$ cat src/rtl/core/gtuc_pkg.sv
// ----------------------------------------------------------------------------
// gtuc_pkg
// Types, constants and the leap-second round function for the GPS week /
// time-of-week to UTC calendar converter.
// ----------------------------------------------------------------------------
package gtuc_pkg;

  // Field widths
  localparam int WEEK_W   = 16;
  localparam int MILLIS_W = 30;
  localparam int DAYS_W   = 19;   // whole days since the GPS epoch
  localparam int MSD_W    = 27;   // milliseconds of day
  localparam int LEAP_W   = 4;
  localparam int MOD_W    = 11;   // minute of day, 0..1439
  localparam int MMS_W    = 16;   // milliseconds of minute
  localparam int C_W      = 13;   // year-like count from the day-number split
  localparam int B_W      = 22;
  localparam int BD_W     = 9;    // day within the March-based year, 123..488
  localparam int X_W      = 29;
  localparam int E_W      = 4;

  // Time constants
  localparam int MS_PER_DAY    = 86400000;
  localparam int MS_PER_MINUTE = 60000;
  localparam int MIN_PER_HOUR  = 60;
  localparam logic [MILLIS_W-1:0] MS_PER_WEEK = 30'd604800000;
  localparam int DAYS_PER_WEEK = 7;

  // Leap-second table: days from the GPS epoch to each step
  localparam int NUM_LEAPS   = 15;
  localparam int LEAP_ROUNDS = 4;
  localparam logic [NUM_LEAPS-1:0][DAYS_W-1:0] LEAP_DAY = {
    19'd10588, 19'd9492, 19'd6935, 19'd6386, 19'd5839, 19'd5290, 19'd4925,
    19'd4560,  19'd4013, 19'd3648, 19'd2917, 19'd2003, 19'd1272, 19'd907,
    19'd542
  };

  // Day-number algorithm offsets
  localparam int B_OFFSET  = 2445782;              // 2444245 + 1537
  localparam int X_OFFSET  = 100 * B_OFFSET - 12210;
  localparam int YEAR_BASE = 4715;
  localparam int CENT_DAYS = 36525;                // 365.25 scaled by 100

  // Reciprocals: floor(x / d) = (x * ceil(2^s / d)) >> s for x < 2^N,
  // with s = N + ceil(log2(d))
  localparam int YEAR_SHIFT   = 45;                // N = 29, d = 36525
  localparam int YEAR_RECIP_W = 30;
  localparam logic [63:0] YEAR_RECIP_WIDE =
    ((64'd1 << YEAR_SHIFT) + 64'(CENT_DAYS - 1)) / 64'(CENT_DAYS);
  localparam logic [YEAR_RECIP_W-1:0] YEAR_RECIP = YEAR_RECIP_WIDE[YEAR_RECIP_W-1:0];
  localparam int YPROD_W = X_W + YEAR_RECIP_W;

  localparam int MIN_SHIFT   = 43;                 // N = 27, d = 60000
  localparam int MIN_RECIP_W = 28;
  localparam logic [63:0] MIN_RECIP_WIDE =
    ((64'd1 << MIN_SHIFT) + 64'd59999) / 64'd60000;
  localparam logic [MIN_RECIP_W-1:0] MIN_RECIP = MIN_RECIP_WIDE[MIN_RECIP_W-1:0];
  localparam int MPROD_W = MSD_W + MIN_RECIP_W;

  localparam int HOUR_SHIFT   = 17;                // N = 11, d = 60
  localparam int HOUR_RECIP_W = 12;
  localparam logic [63:0] HOUR_RECIP_WIDE =
    ((64'd1 << HOUR_SHIFT) + 64'd59) / 64'd60;
  localparam logic [HOUR_RECIP_W-1:0] HOUR_RECIP = HOUR_RECIP_WIDE[HOUR_RECIP_W-1:0];
  localparam int HPROD_W = 22;

  // Month index thresholds: e steps up when bd >= ceil(30.6001 * k), k = 5..15
  localparam int NUM_E_THR = 11;
  localparam int E_MIN     = 4;
  localparam logic [NUM_E_THR-1:0][BD_W-1:0] E_THR = {
    9'd460, 9'd429, 9'd398, 9'd368, 9'd337, 9'd307, 9'd276, 9'd245, 9'd215,
    9'd184, 9'd154
  };
  // floor(30.6001 * e), indexed by e (only 4..15 occur)
  localparam logic [15:0][BD_W-1:0] DAY_BASE = {
    9'd459, 9'd428, 9'd397, 9'd367, 9'd336, 9'd306, 9'd275, 9'd244,
    9'd214, 9'd183, 9'd153, 9'd122, 9'd0,   9'd0,   9'd0,   9'd0
  };
  localparam logic [E_W-1:0] E_YEAR_WRAP = 4'd14;
  localparam logic [3:0]     MONTH_FEB   = 4'd2;

  // Payloads
  typedef struct packed {
    logic [WEEK_W-1:0]   week_number;
    logic [MILLIS_W-1:0] week_millis;
  } cal_in_t;

  typedef struct packed {
    logic [11:0]       cal_year;
    logic [3:0]        cal_month;
    logic [4:0]        cal_day;
    logic [4:0]        cal_hour;
    logic [5:0]        cal_minute;
    logic [MMS_W-1:0]  minute_millis;
    logic [LEAP_W-1:0] leap_count;
    logic              range_error;
  } cal_out_t;

  // Result of one leap round
  typedef struct packed {
    logic [DAYS_W-1:0] days;
    logic [MSD_W-1:0]  msd;
    logic [LEAP_W-1:0] leap;
  } round_t;

  // Context carried through the leap rounds
  typedef struct packed {
    logic                err;
    logic [DAYS_W-1:0]   week7;
    logic [MILLIS_W-1:0] millis;
    round_t              rnd;
  } lctx_t;

  // Fields handed from the calendar pipe to the output stage
  typedef struct packed {
    logic              err;
    logic [11:0]       year;
    logic [3:0]        month;
    logic [4:0]        day;
    logic [4:0]        hour;
    logic [MOD_W-1:0]  mod;
    logic [MMS_W-1:0]  mms;
    logic [LEAP_W-1:0] leap;
  } cal_fields_t;

  // One round: UTC = GPS - leap seconds, split into days and ms of day,
  // then count the leap thresholds at or below that day.
  function automatic round_t leap_round(input logic [DAYS_W-1:0]   week7,
                                        input logic [MILLIS_W-1:0] millis,
                                        input logic [LEAP_W-1:0]   leap);
    round_t             res;
    logic [13:0]        leap_ms;
    logic signed [31:0] rel;
    logic [2:0]         q;
    logic [31:0]        msd_full;
    logic [DAYS_W-1:0]  days;
    logic [LEAP_W-1:0]  cnt;
    leap_ms = 14'(leap) * 14'd1000;
    rel     = $signed({2'b00, millis}) - $signed({18'd0, leap_ms});
    // whole days within the week, 0..7
    q = '0;
    for (int k = 1; k <= DAYS_PER_WEEK; k++) begin
      if (!rel[31] && (rel[30:0] >= 31'(k * MS_PER_DAY))) q = q + 3'd1;
    end
    if (rel[31]) begin
      days     = week7 - DAYS_W'(1);
      msd_full = $unsigned(rel) + 32'(MS_PER_DAY);
    end else begin
      days     = week7 + DAYS_W'(q);
      msd_full = $unsigned(rel) - 32'(q) * 32'(MS_PER_DAY);
    end
    // threshold count; on a threshold counts as after it
    cnt = '0;
    for (int i = 0; i < NUM_LEAPS; i++) begin
      if (days >= LEAP_DAY[i]) cnt = cnt + LEAP_W'(1);
    end
    res.days = days;
    res.msd  = msd_full[MSD_W-1:0];
    res.leap = cnt;
    return res;
  endfunction

endpackage

$ cat src/rtl/core/gtuc_leap_stage.sv
// ----------------------------------------------------------------------------
// gtuc_leap_stage
// One registered leap-second round: estimate UTC from the current count and
// look the count up again for that time.
// ----------------------------------------------------------------------------
module gtuc_leap_stage (
  input  logic            clk,
  input  logic            rst_n,
  input  logic            up_valid,
  output logic            up_ready,
  input  gtuc_pkg::lctx_t up_ctx,
  output logic            dn_valid,
  input  logic            dn_ready,
  output gtuc_pkg::lctx_t dn_ctx
);
  import gtuc_pkg::*;

  logic  valid_r;
  lctx_t ctx_r;
  lctx_t ctx_nxt;

  // stage moves when empty or when downstream takes its transaction
  assign up_ready = !valid_r || dn_ready;

  // round logic
  always_comb begin
    ctx_nxt     = up_ctx;
    ctx_nxt.rnd = leap_round(up_ctx.week7, up_ctx.millis, up_ctx.rnd.leap);
  end

  always_ff @(posedge clk) begin
    if (!rst_n) begin
      valid_r <= 1'b0;
    end else if (up_ready) begin
      valid_r <= up_valid;
    end
  end

  always_ff @(posedge clk) begin
    if (up_ready && up_valid) begin
      ctx_r <= ctx_nxt;
    end
  end

  assign dn_valid = valid_r;
  assign dn_ctx   = ctx_r;

endmodule

$ cat src/rtl/core/gtuc_cal_pipe.sv
// ----------------------------------------------------------------------------
// gtuc_cal_pipe
// Four-stage split of UTC days and ms of day into year, month, day, hour,
// minute of day and ms of minute (day-number algorithm in integer form).
// ----------------------------------------------------------------------------
module gtuc_cal_pipe (
  input  logic                  clk,
  input  logic                  rst_n,
  input  logic                  up_valid,
  output logic                  up_ready,
  input  gtuc_pkg::lctx_t       up_ctx,
  output logic                  dn_valid,
  input  logic                  dn_ready,
  output gtuc_pkg::cal_fields_t dn_fields
);
  import gtuc_pkg::*;

  logic s1_valid_r, s2_valid_r, s3_valid_r, s4_valid_r;
  logic s1_ready, s2_ready, s3_ready, s4_ready;

  // stage 1: scaled day number and minute-of-day product
  logic [X_W-1:0]     s1_x_r, s1_x_nxt;
  logic [B_W-1:0]     s1_b_r, s1_b_nxt;
  logic [MPROD_W-1:0] s1_mprod_r, s1_mprod_nxt;
  logic [MSD_W-1:0]   s1_msd_r;
  logic [LEAP_W-1:0]  s1_leap_r;
  logic               s1_err_r;

  // stage 2: year product, minute of day
  logic [YPROD_W-1:0] s2_yprod_r, s2_yprod_nxt;
  logic [B_W-1:0]     s2_b_r;
  logic [MOD_W-1:0]   s2_mod_r, s2_mod_nxt;
  logic [MSD_W-1:0]   s2_msd_r;
  logic [LEAP_W-1:0]  s2_leap_r;
  logic               s2_err_r;

  // stage 3: year count, day within year, ms of minute, hour product
  logic [C_W-1:0]     s3_c_r, s3_c_nxt;
  logic [BD_W-1:0]    s3_bd_r, s3_bd_nxt;
  logic [MMS_W-1:0]   s3_mms_r, s3_mms_nxt;
  logic [HPROD_W-1:0] s3_hprod_r, s3_hprod_nxt;
  logic [MOD_W-1:0]   s3_mod_r;
  logic [LEAP_W-1:0]  s3_leap_r;
  logic               s3_err_r;
  logic [23:0]        s3_d_full;
  logic [B_W-1:0]     s3_d, s3_bd_full;
  logic [MSD_W-1:0]   s3_mms_full;

  // stage 4: month, day, year, hour
  cal_fields_t        s4_f_r, s4_f_nxt;
  logic [E_W-1:0]     s4_e;
  logic [3:0]         s4_month;
  logic [BD_W-1:0]    s4_day_full;
  logic [C_W-1:0]     s4_year_full;

  // handshake chain
  assign s4_ready = !s4_valid_r || dn_ready;
  assign s3_ready = !s3_valid_r || s4_ready;
  assign s2_ready = !s2_valid_r || s3_ready;
  assign s1_ready = !s1_valid_r || s2_ready;
  assign up_ready = s1_ready;

  always_ff @(posedge clk) begin
    if (!rst_n) begin
      s1_valid_r <= 1'b0;
      s2_valid_r <= 1'b0;
      s3_valid_r <= 1'b0;
      s4_valid_r <= 1'b0;
    end else begin
      if (s1_ready) s1_valid_r <= up_valid;
      if (s2_ready) s2_valid_r <= s1_valid_r;
      if (s3_ready) s3_valid_r <= s2_valid_r;
      if (s4_ready) s4_valid_r <= s3_valid_r;
    end
  end

  // stage 1 logic
  always_comb begin
    s1_x_nxt     = X_W'(32'(up_ctx.rnd.days) * 32'd100 + 32'(X_OFFSET));
    s1_b_nxt     = B_W'(32'(up_ctx.rnd.days) + 32'(B_OFFSET));
    s1_mprod_nxt = MPROD_W'(up_ctx.rnd.msd) * MPROD_W'(MIN_RECIP);
  end

  always_ff @(posedge clk) begin
    if (s1_ready && up_valid) begin
      s1_x_r     <= s1_x_nxt;
      s1_b_r     <= s1_b_nxt;
      s1_mprod_r <= s1_mprod_nxt;
      s1_msd_r   <= up_ctx.rnd.msd;
      s1_leap_r  <= up_ctx.rnd.leap;
      s1_err_r   <= up_ctx.err;
    end
  end

  // stage 2 logic
  always_comb begin
    s2_yprod_nxt = YPROD_W'(s1_x_r) * YPROD_W'(YEAR_RECIP);
    s2_mod_nxt   = s1_mprod_r[MIN_SHIFT +: MOD_W];
  end

  always_ff @(posedge clk) begin
    if (s2_ready && s1_valid_r) begin
      s2_yprod_r <= s2_yprod_nxt;
      s2_b_r     <= s1_b_r;
      s2_mod_r   <= s2_mod_nxt;
      s2_msd_r   <= s1_msd_r;
      s2_leap_r  <= s1_leap_r;
      s2_err_r   <= s1_err_r;
    end
  end

  // stage 3 logic
  always_comb begin
    s3_c_nxt     = s2_yprod_r[YEAR_SHIFT +: C_W];
    s3_d_full    = 24'(s3_c_nxt) * 24'd1461;
    s3_d         = s3_d_full[23:2];
    s3_bd_full   = s2_b_r - s3_d;
    s3_bd_nxt    = s3_bd_full[BD_W-1:0];
    s3_mms_full  = s2_msd_r - MSD_W'(s2_mod_r) * MSD_W'(MS_PER_MINUTE);
    s3_mms_nxt   = s3_mms_full[MMS_W-1:0];
    s3_hprod_nxt = HPROD_W'(s2_mod_r) * HPROD_W'(HOUR_RECIP);
  end

  always_ff @(posedge clk) begin
    if (s3_ready && s2_valid_r) begin
      s3_c_r     <= s3_c_nxt;
      s3_bd_r    <= s3_bd_nxt;
      s3_mms_r   <= s3_mms_nxt;
      s3_hprod_r <= s3_hprod_nxt;
      s3_mod_r   <= s2_mod_r;
      s3_leap_r  <= s2_leap_r;
      s3_err_r   <= s2_err_r;
    end
  end

  // stage 4 logic: month index by threshold count, then fields
  always_comb begin
    s4_e = E_W'(E_MIN);
    for (int k = 0; k < NUM_E_THR; k++) begin
      if (s3_bd_r >= E_THR[k]) s4_e = s4_e + E_W'(1);
    end
    s4_day_full = s3_bd_r - DAY_BASE[s4_e];
    if (s4_e < E_YEAR_WRAP) begin
      s4_month = s4_e - 4'd1;
    end else begin
      s4_month = s4_e - 4'd13;
    end
    s4_year_full   = s3_c_r - C_W'(YEAR_BASE) - C_W'(s4_month > MONTH_FEB);
    s4_f_nxt.err   = s3_err_r;
    s4_f_nxt.year  = s4_year_full[11:0];
    s4_f_nxt.month = s4_month;
    s4_f_nxt.day   = s4_day_full[4:0];
    s4_f_nxt.hour  = s3_hprod_r[HOUR_SHIFT +: 5];
    s4_f_nxt.mod   = s3_mod_r;
    s4_f_nxt.mms   = s3_mms_r;
    s4_f_nxt.leap  = s3_leap_r;
  end

  always_ff @(posedge clk) begin
    if (s4_ready && s3_valid_r) begin
      s4_f_r <= s4_f_nxt;
    end
  end

  assign dn_valid  = s4_valid_r;
  assign dn_fields = s4_f_r;

endmodule

$ cat src/rtl/core/gps_time_to_utc_calendar_core.sv
// Throughput: one transaction per cycle, sustained while out_ready stays high.
// The pipeline has ten registers: input, four leap rounds, four calendar
// stages and the output register. Stalls hold every stage.
// Reset clears all valid bits; payload registers are not reset.
// ----------------------------------------------------------------------------
// gps_time_to_utc_calendar_core
// GPS week and time of week (ms) to UTC calendar date and time, with the
// leap-second count settled over four table-lookup rounds.
// ----------------------------------------------------------------------------
module gps_time_to_utc_calendar_core (
  input  logic               clk,
  input  logic               rst_n,
  input  logic               in_valid,
  output logic               in_ready,
  input  gtuc_pkg::cal_in_t  in_data,
  output logic               out_valid,
  input  logic               out_ready,
  output gtuc_pkg::cal_out_t out_data
);
  import gtuc_pkg::*;

  // input stage
  logic  in_valid_r;
  lctx_t in_ctx_r, in_ctx_nxt;

  // leap round chain
  logic        stg_valid [LEAP_ROUNDS+1];
  logic        stg_ready [LEAP_ROUNDS+1];
  lctx_t       stg_ctx   [LEAP_ROUNDS+1];

  // calendar pipe
  logic        cal_valid;
  logic        cal_ready;
  cal_fields_t cal_f;

  // output stage
  logic        out_valid_r;
  cal_out_t    out_data_r, out_data_nxt;
  logic [MOD_W-1:0] minute_full;

  assign in_ready = !in_valid_r || stg_ready[0];

  // range check and week scaling
  always_comb begin
    in_ctx_nxt          = '0;
    in_ctx_nxt.err      = in_data.week_millis > MS_PER_WEEK;
    in_ctx_nxt.week7    = DAYS_W'({in_data.week_number, 3'b000}) -
                          DAYS_W'(in_data.week_number);
    in_ctx_nxt.millis   = in_data.week_millis;
    in_ctx_nxt.rnd.leap = '0;
  end

  always_ff @(posedge clk) begin
    if (!rst_n) begin
      in_valid_r <= 1'b0;
    end else if (in_ready) begin
      in_valid_r <= in_valid;
    end
  end

  always_ff @(posedge clk) begin
    if (in_ready && in_valid) begin
      in_ctx_r <= in_ctx_nxt;
    end
  end

  assign stg_valid[0] = in_valid_r;
  assign stg_ctx[0]   = in_ctx_r;

  // leap-second rounds
  for (genvar g = 0; g < LEAP_ROUNDS; g++) begin : g_round
    gtuc_leap_stage u_round (
      .clk      (clk),
      .rst_n    (rst_n),
      .up_valid (stg_valid[g]),
      .up_ready (stg_ready[g]),
      .up_ctx   (stg_ctx[g]),
      .dn_valid (stg_valid[g+1]),
      .dn_ready (stg_ready[g+1]),
      .dn_ctx   (stg_ctx[g+1])
    );
  end

  gtuc_cal_pipe u_cal (
    .clk       (clk),
    .rst_n     (rst_n),
    .up_valid  (stg_valid[LEAP_ROUNDS]),
    .up_ready  (stg_ready[LEAP_ROUNDS]),
    .up_ctx    (stg_ctx[LEAP_ROUNDS]),
    .dn_valid  (cal_valid),
    .dn_ready  (cal_ready),
    .dn_fields (cal_f)
  );

  // output register: minute of hour, error zeroing
  assign cal_ready = !out_valid_r || out_ready;

  always_comb begin
    minute_full = cal_f.mod - MOD_W'(cal_f.hour) * MOD_W'(MIN_PER_HOUR);
    out_data_nxt = '0;
    if (cal_f.err) begin
      out_data_nxt.range_error = 1'b1;
    end else begin
      out_data_nxt.cal_year      = cal_f.year;
      out_data_nxt.cal_month     = cal_f.month;
      out_data_nxt.cal_day       = cal_f.day;
      out_data_nxt.cal_hour      = cal_f.hour;
      out_data_nxt.cal_minute    = minute_full[5:0];
      out_data_nxt.minute_millis = cal_f.mms;
      out_data_nxt.leap_count    = cal_f.leap;
    end
  end

  always_ff @(posedge clk) begin
    if (!rst_n) begin
      out_valid_r <= 1'b0;
    end else if (cal_ready) begin
      out_valid_r <= cal_valid;
    end
  end

  always_ff @(posedge clk) begin
    if (cal_ready && cal_valid) begin
      out_data_r <= out_data_nxt;
    end
  end

  assign out_valid = out_valid_r;
  assign out_data  = out_data_r;

endmodule

$ cat config.mk
export PLATFORM = sky130hd
export DESIGN_NAME = gps_time_to_utc_calendar_core
export DESIGN_NICKNAME = d
export VERILOG_FILES = /design/src/rtl/core/gtuc_pkg.sv /design/src/rtl/core/gtuc_leap_stage.sv /design/src/rtl/core/gtuc_cal_pipe.sv /design/src/rtl/core/gps_time_to_utc_calendar_core.sv
export SDC_FILE = /design/constraint.sdc
export NUM_CORES = 2
export LEC_CHECK = 0
export BUFFER_PORTS_ARGS = -buffer_cell sky130_fd_sc_hd__buf_2
export CORE_ASPECT_RATIO = 1.1
export CORE_UTILIZATION = 60
export CTS_BUF_LIST = sky130_fd_sc_hd__clkbuf_8
export DETAILED_ROUTE_END_ITERATION = 12
export PLACE_DENSITY = 0.76
export SYNTH_ARGS = -nofsm -noshare
export SYNTH_HDL_FRONTEND = slang
export SYNTH_SLANG_ARGS = --single-unit
$ cat constraint.sdc
create_clock -name clk -period 27.4 [get_ports clk]
set_input_delay 1.37 -clock clk [delete_from_list [all_inputs] [get_ports clk]]
set_output_delay 1.37 -clock clk [all_outputs]
set_load 0.01 [all_outputs]
==> out/summary.md <==
The run finished, with violations left. The final reports fail on design-rule violations. Slowest library cell on the worst path: sky130_fd_sc_hd__fa_1. The total routing resource utilization after global routing was 0.2807; the arrival time at the worst endpoint was 22.04 ns. The run gives 131 as the number of standard-cell rows in the floorplan. For the worst setup path, the data required time is 27.90 ns. Before CTS, the worst setup slack after placement is 6.100 ns. The sum of negative setup slack came out at 0 ns. The headroom to the max-slew limit came out at 0.1640. Reg-to-reg critical path startpoint: g_round[2].u_round.dn_ctx[1]. From synthesis to final layout, the design area changed by 6.456%.

The via count of the first global-routing pass was 52242; the final-report hold violation count was 0. The first-pass GRT wire length was 266500 um. For the pin with the worst max-slew slack, the measured transition is 1.245 ns. For this block, the routed nets add up to 162100 um of wire.

The deepest clock path buffer count is 3, and the count of mapped cells out of synthesis is 6897. Once detail routing completed, the nets flagged for antenna violations numbered 0. IR analysis of the VDD net gives a maximum drop of 0.06570 mV. For the number of fillers in the final layout, the log shows 9244.

The H-tree was split into 3 levels. Static timing analysis puts the maximum clock frequency at 0.04643 GHz. During synthesis, Yosys emitted a total of 0 warnings. The first routing iteration left 2981 violations. Max-cap violations in this run came to 0.

The mean cell area of the mapped netlist came out at 10.18 um^2. The first TritonRoute pass finished after 10 iterations. The run gives 2.226 mW as the design internal power.

The final-stage net count was 8902; the depth of the worst register-to-register path was 93. For this design the total switching power over the nets is 1.590 mW. The synthesized design contains 543 enable-type register cells. The number of nets produced by synthesis came out at 8759. For the TritonCTS sink count, the log shows 553. Yosys mapped the design onto 107 distinct sky130hd cell types. The most numerous cell type found on the critical path is sky130_fd_sc_hd__ha_1. Post-route fraction of the period consumed by the critical path: 0.7861.

The endpoint identified for the worst register-to-register timing path is g_round[3].u_round.dn_ctx[3]. The critical path is of the register to register type. The share of synthesized flip-flops with an asynchronous set or reset was 0; the post-route minimum period was 21.54 ns. For this run, the slowest stage of the critical path takes 0.66 ns. The library cell used as clock root buffer is sky130_fd_sc_hd__clkbuf_8.

The chip width was 328.2 um. The number of buffers added by the clock tree synthesis step was 94; the leakage dissipation was 34.91 nW. The startpoint type of the worst setup path is a register. The detail-routed via count per cell is 5.782.

Clock-pin slew was measured on the worst setup and hold paths at 0.06 ns. The setup check on the worst reg-to-reg path leaves a slack of 5.86 ns. Entering global routing, the biggest net connects 69 pins. Once the clock tree was built, the resizer swapped 0 gates to a different size. The worst path meets setup with 5.861 ns of slack. For the initial cell density of the core, the log shows 0.6050. Setup repair after global routing left no endpoint under its margin. Counting flops and latches in the post-synthesis netlist gives 553.

In the synthesized netlist the dominant register cell turns out to be sky130_fd_sc_hd__edfxtp_1. The die covers 118400 um^2. The mapped netlist covers 70210 um^2. Routability-driven placement finished with a final weighted congestion of 0.9842.

The path class of the tightest hold or removal check is register to register. The cell depth of the worst min-delay path was 0. The combinational fraction of design power was 0.523; the count of input and output buffers was 104. Buffers added to address setup during post-CTS repair amount to 0. STA classifies the critical path endpoint as a register.

The logs give 116000 um^2 for the core footprint and 5 for the number of antenna violations at the first check in global routing. The number of design rule violations left after detail routing is 60, and the estimated wirelength of the detail-placed design is 135800 um. TritonCTS built the clock tree.

The tools report the beginning of the worst hold path as u_cal.s1_msd_r[7]. The path with the worst hold slack has its endpoint at u_cal.s2_msd_r[7]. In this run the power density over the cells is 51.05 nW/um^2.

The detailed router placed 50029 vias in this run. For the clock skew after layout, the log shows 0.05562 ns. The setup violation total in the final timing report was 0; the height of the die was 360.8 um. Switching portion of total power: 0.4166.

The fraction of the yosys area taken by sequential cells came out at 0.2351. The share of power burned in the clock network came out at 0.219. The routed length per instance works out to 18.73 um. The number of top-level pins was 105. The latest clock arrival within the worst-skew pair is 0.76 ns, and the max-slew violation count is 0.

Along the worst path, the maximum fanout reaches 13. The sequential power share came out at 0.258. The fraction of layout cells with a size suffix above 1 is 0.05677, and the remaining global-route overflow is 0. In this run, post-CTS hold repair placed 0 buffers.
[through the flow]
| step | cell area, um^2 | power (mW) | instances | utilization | hold slack [ns] |
|---|---|---|---|---|---|
| after floorplan | 70210 | 2.449 | 6897 | - | 0.4003 |
| after CTS | 74730 | 3.831 | 8646 | 0.6440 | 0.4121 |
| final | 74750 | 3.816 | 8652 | 0.6441 | 0.4126 |
| after global placement | 72620 | 2.911 | 8473 | 0.6258 | 0.4004 |
| after global routing | 74740 | 4.128 | 8651 | 0.6441 | 0.4190 |
| after detailed placement | 72620 | 2.973 | 8473 | 0.6258 | 0.4045 |
[per-layer routing]
metal | GRT usage | up-vias | part of all wire
met4 | 0.1061 | 2 | 0.042
met2 | 0.4919 | 1316 | 0.50
met3 | 0.03622 | 361 | 0.047
met1 | 0.3515 | 24403 | 0.41
li1 | - | 23947 | -
met5 | 0 | - | 0.000080
[area by class of cell]
class	instances	area [um^2]	share of cell area
multi-input cells	4943	48550	0.6496
flip-flops and latches	553	16510	0.2208
inverters	1321	4959	0.06634
well taps	1529	1913	0.02559
clock buffers	99	1363	0.01823
clock inverters	74	744.5	0.009960
repair buffers	127	693.2	0.009274
diodes	6	15.01	0.0002009
[sequential cells by signal (all words and copies together), names as in the netlist, 12 cells and up]
name / cells
u_cal.dn_fields: 53
u_cal.s2_msd_r: 16
u_cal.s3_c_r: 12
out_data: 53
u_cal.s1_x_r: 27
u_cal.s1_msd_r: 16
u_cal.s2_yprod_r: 12
g_round.u_round.dn_ctx: 213
in_ctx_r: 50
u_cal.s3_mms_r: 16
[cells by family after synthesis]
logic type	Yosys count	synth area share
compound gates	1188	0.1144
xor+xnor	499	0.06528
fa+ha+maj	1815	0.4007
buf+inv	1401	0.07502
flops	553	0.2351
mux	65	0.009926
simple gates	1376	0.09963
[worst max path at each step]
| stage | end | slack, ns | start | depth (start not counted) |
|---|---|---|---|---|
| 2_1_floorplan | g_round[3].u_round.dn_ctx[3] | 8.24 | g_round[2].u_round.dn_ctx[1] | 94 |
| 3_3_place_gp | g_round[3].u_round.dn_ctx[3] | 6.31 | g_round[2].u_round.dn_ctx[1] | 94 |
| 3_5_place_dp | g_round[3].u_round.dn_ctx[3] | 6.10 | g_round[2].u_round.dn_ctx[1] | 93 |
| 4_1_cts | g_round[3].u_round.dn_ctx[3] | 5.95 | g_round[2].u_round.dn_ctx[1] | 94 |
| 5_1_grt | g_round[3].u_round.dn_ctx[3] | 4.27 | g_round[2].u_round.dn_ctx[1] | 93 |
| 6_report | g_round[3].u_round.dn_ctx[3] | 5.86 | g_round[2].u_round.dn_ctx[1] | 93 |
[power by group through the flow]
stage / Combinational, mW / Clock [mW] / Sequential [mW]
floorplan: 1.46 / 0 / 0.990
global placement: 1.91 / 0 / 1.00
detailed placement: 1.97 / 0 / 1.00
CTS: 1.99 / 0.856 / 0.985
global route: 2.26 / 0.886 / 0.987
finish: 2.00 / 0.834 / 0.985
[synthesized netlist by cell type (all sizes together) (20+ instances only)]
cell	count	area, um^2
o21ai	227	1140
nand3	110	555.5
nand4	51	319.1
o2111ai	21	183.9
a21boi	31	232.7
or2	33	206.5
xnor2	325	2884
a31o	20	175.2
a211o	25	219.0
nor2b	105	656.9
nor3	129	645.6
a31oi	63	400.4
a21oi	265	1330
nand2b	46	287.8
mux2	37	416.7
nor4	41	269.0
nor2	334	1256
o21bai	31	232.7
and3	36	225.2
o31ai	34	260.3
edfxtp	543	16310
o211ai	44	330.3
nand2	294	1104
clkbuf	69	259.0
xor2	162	1426
ha	1089	13630
fa	723	14470
and2	50	312.8
or4	24	187.7
o21a	56	420.4
inv	1318	4947
or3	51	334.1
a21o	128	960.9
mux2i	28	280.3
a211oi	65	493.0
[layout by cell type, fill, tap and decap left out, types with 104 or more instances in the layout]
cell type and instances:
sky130_fd_sc_hd__buf_2 104, sky130_fd_sc_hd__xor2_1 161, sky130_fd_sc_hd__inv_1 1344, sky130_fd_sc_hd__nand2_1 294, sky130_fd_sc_hd__fa_1 723, sky130_fd_sc_hd__o21ai_0 222
sky130_fd_sc_hd__nor2_1 333, sky130_fd_sc_hd__xnor2_1 320, sky130_fd_sc_hd__nand3_1 109, sky130_fd_sc_hd__edfxtp_1 543, sky130_fd_sc_hd__ha_1 1089, sky130_fd_sc_hd__a21o_1 128
sky130_fd_sc_hd__a21oi_1 264, sky130_fd_sc_hd__nor3_1 129
[worst max-delay path, delay by kind of cell, from the launching register on]
family,cells,cell delay (ns)
XOR/XNOR,12,2.64
AO/OA/AOI/OAI,29,6.29
flip-flops,1,0.51
buffers and inverters,8,0.94
adder cells (fa/ha/maj),18,6.08
multiplexers,6,1.41
AND/OR/NAND/NOR,20,3.40
No activity file was read; power rests on OpenSTA's default activity.
